## config.mk

```make
export PLATFORM = sky130hd
export DESIGN_NAME = tlpm_ctrl
export DESIGN_NICKNAME = d
export VERILOG_FILES = /design/src/rtl/tlpm_pkg.sv /design/src/rtl/tlpm_ctrl.sv
export SDC_FILE = /design/constraint.sdc
export NUM_CORES = 1
export LEC_CHECK = 0
export ABC_AREA = 1
export ABC_CLOCK_PERIOD_IN_PS = 1300
export BUFFER_PORTS_ARGS = -buffer_cell sky130_fd_sc_hd__buf_2
export CAP_MARGIN = 30
export CORE_AREA = 2 2 39 41
export CTS_BUF_LIST = sky130_fd_sc_hd__clkbuf_4
export DETAILED_ROUTE_END_ITERATION = 8
export DIE_AREA = 0 0 41 43
export GPL_TIMING_DRIVEN = 1
export PLACE_DENSITY = 0.66
export SYNTH_ARGS = -nofsm -noshare
export SYNTH_HDL_FRONTEND = slang
export SYNTH_SLANG_ARGS = --single-unit
```

## constraint.sdc

```tcl
create_clock -name clk -period 1.3 [get_ports clk]
set_input_delay 0 -clock clk [delete_from_list [all_inputs] [get_ports clk]]
set_output_delay 0 -clock clk [all_outputs]
set_load 0.01 [all_outputs]
```

## src/rtl/tlpm_pkg.sv

```systemverilog
// ============================================================================
// tlpm_pkg: shared types and constants of the three-level page map unit
// Field widths, request and status codes, controller states and the
// command and status groups between controller and datapath.
// ============================================================================
`timescale 1ns / 1ps

package tlpm_pkg;

    // Fixed widths of the channel fields.
    localparam int REQ_TYPE_W    = 2;
    localparam int FIRST_PAGE_W  = 27;
    localparam int PAGE_COUNT_W  = 28;
    localparam int SPAN_ID_W     = 16;
    localparam int STATUS_W      = 2;

    // Depth of the radix walk.
    localparam int LEVELS = 3;

    typedef enum logic [REQ_TYPE_W-1:0] {
        REQ_LOOKUP = 2'd0,
        REQ_INSERT = 2'd1,
        REQ_REMOVE = 2'd2,
        REQ_UNUSED = 2'd3
    } req_type_t;

    typedef enum logic [STATUS_W-1:0] {
        ST_OK       = 2'd0,
        ST_NO_NODES = 2'd1,
        ST_RANGE    = 2'd2
    } status_t;

    typedef enum logic [3:0] {
        S_CLEAR,
        S_IDLE,
        S_CHECK,
        S_ROOT_RD,
        S_ROOT_EVAL,
        S_MID_RD,
        S_MID_EVAL,
        S_LEAF_OP,
        S_LEAF_EVAL,
        S_FINISH
    } state_t;

    // Commands from the controller to the datapath.
    typedef struct packed {
        logic clear;
        logic latch;
        logic root_rd;
        logic root_eval;
        logic mid_rd;
        logic mid_eval;
        logic leaf_op;
        logic leaf_eval;
        logic next_page;
        logic load_out;
    } cmd_t;

    // Status from the datapath to the controller.
    typedef struct packed {
        req_type_t req;
        logic      range_bad;
        logic      root_ok;
        logic      mid_ok;
        logic      pool_full;
        logic      more_pages;
        logic      clear_last;
        logic      out_free;
    } sts_t;

endpackage

```

## src/rtl/tlpm_ctrl.sv

```systemverilog
// ============================================================================
// tlpm_ctrl: sequencer of the page map unit
// Steps the datapath through the clearing pass and the per-page walk.
// ============================================================================
`timescale 1ns / 1ps

module tlpm_ctrl import tlpm_pkg::*;
(
    input  logic clk,
    input  logic rst_n,
    input  logic in_valid,
    output logic in_ready,
    input  sts_t sts,
    output cmd_t cmd
);

    state_t state_reg;
    state_t state_next;

    always_ff @(posedge clk or negedge rst_n)
    begin
        if (!rst_n)
        begin
            state_reg <= S_CLEAR;
        end
        else
        begin
            state_reg <= state_next;
        end
    end

    always_comb
    begin
        state_next = state_reg;
        cmd        = '0;
        in_ready   = 1'b0;
        unique case (state_reg)
            S_CLEAR:
            begin
                cmd.clear = 1'b1;
                if (sts.clear_last)
                begin
                    state_next = S_IDLE;
                end
            end
            S_IDLE:
            begin
                in_ready = 1'b1;
                if (in_valid)
                begin
                    cmd.latch  = 1'b1;
                    state_next = S_CHECK;
                end
            end
            S_CHECK:
            begin
                if (sts.range_bad || sts.req == REQ_UNUSED)
                begin
                    state_next = S_FINISH;
                end
                else
                begin
                    state_next = S_ROOT_RD;
                end
            end
            S_ROOT_RD:
            begin
                cmd.root_rd = 1'b1;
                state_next  = S_ROOT_EVAL;
            end
            S_ROOT_EVAL:
            begin
                cmd.root_eval = 1'b1;
                if (sts.req == REQ_INSERT)
                begin
                    state_next = (!sts.root_ok && sts.pool_full) ? S_FINISH : S_MID_RD;
                end
                else if (sts.root_ok)
                begin
                    state_next = S_MID_RD;
                end
                else if (sts.more_pages)
                begin
                    cmd.next_page = 1'b1;
                    state_next    = S_ROOT_RD;
                end
                else
                begin
                    state_next = S_FINISH;
                end
            end
            S_MID_RD:
            begin
                cmd.mid_rd = 1'b1;
                state_next = S_MID_EVAL;
            end
            S_MID_EVAL:
            begin
                cmd.mid_eval = 1'b1;
                if (sts.req == REQ_INSERT)
                begin
                    state_next = (!sts.mid_ok && sts.pool_full) ? S_FINISH : S_LEAF_OP;
                end
                else if (sts.mid_ok)
                begin
                    state_next = S_LEAF_OP;
                end
                else if (sts.more_pages)
                begin
                    cmd.next_page = 1'b1;
                    state_next    = S_ROOT_RD;
                end
                else
                begin
                    state_next = S_FINISH;
                end
            end
            S_LEAF_OP:
            begin
                cmd.leaf_op = 1'b1;
                if (sts.req == REQ_LOOKUP)
                begin
                    state_next = S_LEAF_EVAL;
                end
                else if (sts.more_pages)
                begin
                    cmd.next_page = 1'b1;
                    state_next    = S_ROOT_RD;
                end
                else
                begin
                    state_next = S_FINISH;
                end
            end
            S_LEAF_EVAL:
            begin
                cmd.leaf_eval = 1'b1;
                state_next    = S_FINISH;
            end
            S_FINISH:
            begin
                if (sts.out_free)
                begin
                    cmd.load_out = 1'b1;
                    state_next   = S_IDLE;
                end
            end
            default:
            begin
                state_next = S_IDLE;
            end
        endcase
    end

endmodule

```

Word level (Yosys, flattened, before mapping). Index checks and enable logic that the tools add are counted.

Register bits: 4. Input port bits: 12. Output and inout port bits: 11. Logic and storage cells: 55.

Equality and inequality tests: 14. Multiplexer cells: 32. Reductions and logical operators: 8.

Operators with widths (number): 4-bit 2-to-1 mux (12); 4-bit one-hot mux with 10 select lines (1); 1-bit 2-to-1 mux (18); 4-bit by 3-bit == test with 1-bit output (second input constant) (4); 4-bit by 2-bit == test with 1-bit output (second input constant) (2); 4-bit == test (second input constant) (2); 2-bit != test (second input constant) (3); 4-bit by 1-bit == test with 1-bit output (second input constant) (1); 4-bit zero test (1); 1-bit one-hot mux with 3 select lines (1); 3-bit AND reduction (1); 2-bit by 1-bit == test with 1-bit output (second input constant) (1); 2-bit == test (second input constant) (1); 1-bit logical AND (2); 1-bit zero test (2); 2-bit zero test (1); 1-bit logical OR (1).

Logic depth before layout (Yosys ltp).
Depth in word-level cells: 5. Gate-level depth with buffers: 7. Depth with buffers taken out: 7.

Worst setup path before layout. No wires, ideal clock.

Kind: flip-flop to flip-flop. Start: reg state_reg[2]. End: reg state_reg[0]. Setup time: 0.071 ns. Arrival: 1.027 ns. Data required time: 1.229 ns. Setup slack: 0.202 ns. Stages on the path, launching flop included: 8. Path buffers: 0. Clock period less this slack: 1.098 ns. Path through: dfrtp_1 nor2_1 inv_2 nor2_2 nand2_2 nand3_2 nor2_1 nor2_1.

Longest elaborated chain between the ends: 3. Elaborated cells on any way between the ends: 15. Classes of those cells: eq/ne: 12; mux: 1; reduce/logical: 2.

RTL lines: from (decl) (RTL line tlpm_ctrl.sv:17) `state_t state_reg;`; from (signal assigned) (RTL line tlpm_ctrl.sv:28) `state_reg <= state_next;`; 4-bit == test, or another cell as far along (RTL line tlpm_ctrl.sv:37) `unique case (state_reg)`; 2-bit != test (no source line); 3-bit AND reduction (no source line).

Several ways; a longest one is shown, not always the timed one. A chain may end at the register's enable or synchronous reset.

==> impl_metrics.tcl <==
set metrics [dict create \
    status "finished clean" \
    insertion_delay_ns 0.24 \
    swShare_pct 50.4 \
    area_growth_pct 37.3 \
    synth_cells 85 \
    rsz0062_at_grt "yes" \
    synth.area.top_cells "dfrtp_1, nand2_1, nor2_1" \
    cp-start-kind "flop" \
    drv_cap 0 \
    first_iter_violations 15 \
    yosysWarnings 0 \
    slew_viol_final 0 \
    ys_seq_area_share_pct 20.1 \
    crit_required_ns 1.30 \
    row_count 14 \
    syn_nets 97 \
    die_area_um2 1760 \
    io_pins 23 \
    max_freq_ghz 0.787 \
    cp_max_fo 4 \
    final_cell_area_um2 686 \
    via_count 616 \
    p_seq_share_pct 20.8 \
    p_int_mw 0.579 \
    avgRoutedWirePerCell_um 9.65 \
    grt_max_degree 6 \
    cp.arrival_ns 1.27 \
    peakVddDrop_uv 571 \
    io_buffers 22 \
    drc 0 \
    drive_above_1_share_pct 43.4 \
    p_per_area_nw_per_um2 1700 \
    ys_types 16 \
    core_um2 1380 \
    largest_register_ffs 4 \
    fin_ws_ns 0.0298 \
    finClkSkew_ns 0.00245 \
    start_util_pct 36.1 \
    hpwlAfterDp_mm 1.05 \
    worst_pin_slew_ns 0.205 \
    vias_per_cell 4.78 \
    cts_tree "built" \
    crit_path_end_kind "output pin" \
    gr-total-overflow 0 \
    post-route-period-util_pct 97.7 \
    place_ws_ns 0.166 \
    antenna_found_initial 0 \
    die_w_um 41 \
    place_congestion 0.784 \
    switching_power_mw 0.587 \
    firstDrtPassIters 4 \
    p_leak_nw 0.425 \
    hold_class "in -> reg" \
    numCtsBuffers 3 \
    grt_pass1_vias 500 \
    cts-root-buf "clkbuf_4" \
    hold_violations 0 \
    ys_ff_latch 4 \
    cts_sinks 4 \
    cts_buffer_depth 2 \
    post-route-util_pct 49.5 \
    yosys.area.top_type "dfrtp_1" \
    place_area_um2 629 \
    clk_pin_slew_worst_paths_ns 0.04 \
    syn_area_per_cell_um2 5.87 \
    worstSetupPathType "reg -> out" \
    combPwrFrac_pct 66.0 \
    synth_top_area_share_pct 20.1 \
    die_h_um 43 \
    grt_pass1_wl_mm 1.97 \
    wirelength_mm 1.25 \
    grt.total_usage_pct 17.2 \
    finalSetupViolCount 0 \
    cts-htree-levels 1 \
    diodes 0 \
    synth_area_um2 499 \
    worst_slew_margin_rel_pct 86.2 \
    period_minus_slack_ns 1.27 \
    nets 127 \
    clockPowerShare_pct 13.2 \
    fillers 150 \
    ant_nets 0 \
]
==> stage by stage <==
step	setup TNS (ns)	std cells	total power, mW	hold WS, ns
detailed placement	0	123	0.964	-0.187
floorplan	0	85	0.768	-0.296
global route	-0.0473	129	1.27	0.108
CTS	0	127	1.13	0.0823
global placement	0	123	0.955	-0.191
finish	0	129	1.17	0.0787
==> what timing repair did <==
| action | in CTS | in global routing |
|---|---|---|
| hold endpoints to repair | 4 | 0 |
| gates resized for setup | 1 | 4 |
| hold buffers | 1 | 0 |
| endpoints found under the setup margin | 2 | 3 |
| pin swaps | 1 | 2 |
| setup buffers | 0 | 2 |
==> cell families (layout without fill, tap and decap cells) <==
family                 after synthesis  count (layout)  synth area share (%)
AOI/OAI and AO/OA                    7               7                  8.02
buffers and inverters               18              46                  13.5
DFF                                  4               4                  20.1
and+or+nand+nor                     56              56                  58.4
==> cells in the mapped netlist, drive strengths merged <==
cell type	n
a21oi	3
dfrtp	4
inv	18
nand2	22
nand3	10
nor2	22
nor3	1
nor4	1
o211ai	2
o21ai	2
==> power by group through the flow <==
stage               combinational, mW  sequential (mW)  clock [mW]
floorplan                       0.548            0.220           0
global placement                0.728            0.227           0
detailed placement              0.733            0.231           0
CTS                             0.737            0.232       0.159
global route                    0.852            0.250       0.164
finish                          0.769            0.243       0.154
==> metal layers <==
| metal | routed length, um | vias up | GRT usage [%] | part of all wire [%] |
|---|---|---|---|---|
| met2 | 585 | 20 | 24.7 | 47 |
| met3 | 58 | 5 | 3.14 | 4.7 |
| met4 | 48 | 0 | 14.0 | 3.9 |
| li1 | - | 319 | - | - |
| met1 | 552 | 272 | 21.1 | 44 |
| met5 | 0 | - | 0 | 0 |
==> path summary, 6_finish.rpt <==
| path | from | to | slack, ns | cells after the start |
|---|---|---|---|---|
| worst max-delay path | state_reg[1] | cmd[1] | 0.03 | 6 |
| worst min-delay path | sts[5] | state_reg[2] | 0.08 | 3 |
| worst max register to register | state_reg[1] | state_reg[3] | 0.20 | 7 |
| worst min register to register | state_reg[0] | state_reg[0] | 0.67 | 3 |
| max in group asynchronous | rst_n | state_reg[2] | 1.07 | 2 |
| min in group asynchronous | rst_n | state_reg[0] | 0.10 | 2 |
==> cell type report <==
| class | count | area, um^2 | area share (%) |
|---|---|---|---|
| repair buffers | 25 | 135 | 19.7 |
| inverters | 18 | 67.6 | 9.85 |
| well taps | 16 | 20.0 | 2.92 |
| clock buffers | 3 | 22.5 | 3.28 |
| flip-flops and latches | 4 | 101 | 14.8 |
| multi-input cells | 63 | 339 | 49.5 |
==> layout by cell type, fill, tap and decap left out <==
cell	instances
nand3_2	2
clkbuf_4	3
nor2_2	2
a21oi_1	3
nand2_2	5
inv_2	6
nor2_1	15
nand3_1	8
nand2_1	16
nand2_4	1
buf_2	22
o21ai_1	2
nor3_1	1
buf_4	2
o211ai_1	2
dfrtp_2	1
dfrtp_1	3
inv_1	12
nor4_1	1
nor2_4	5
dlygate4sd3_1	1
==> worst max-delay path: stages, from the launching register on <==
cell	delay (ns)
dfrtp_1	0.40
inv_1	0.11
nand2_2	0.10
nor2_4	0.13
nand2_2	0.08
nand3_1	0.08
buf_2	0.13
(Power assumes the default switching activity.)
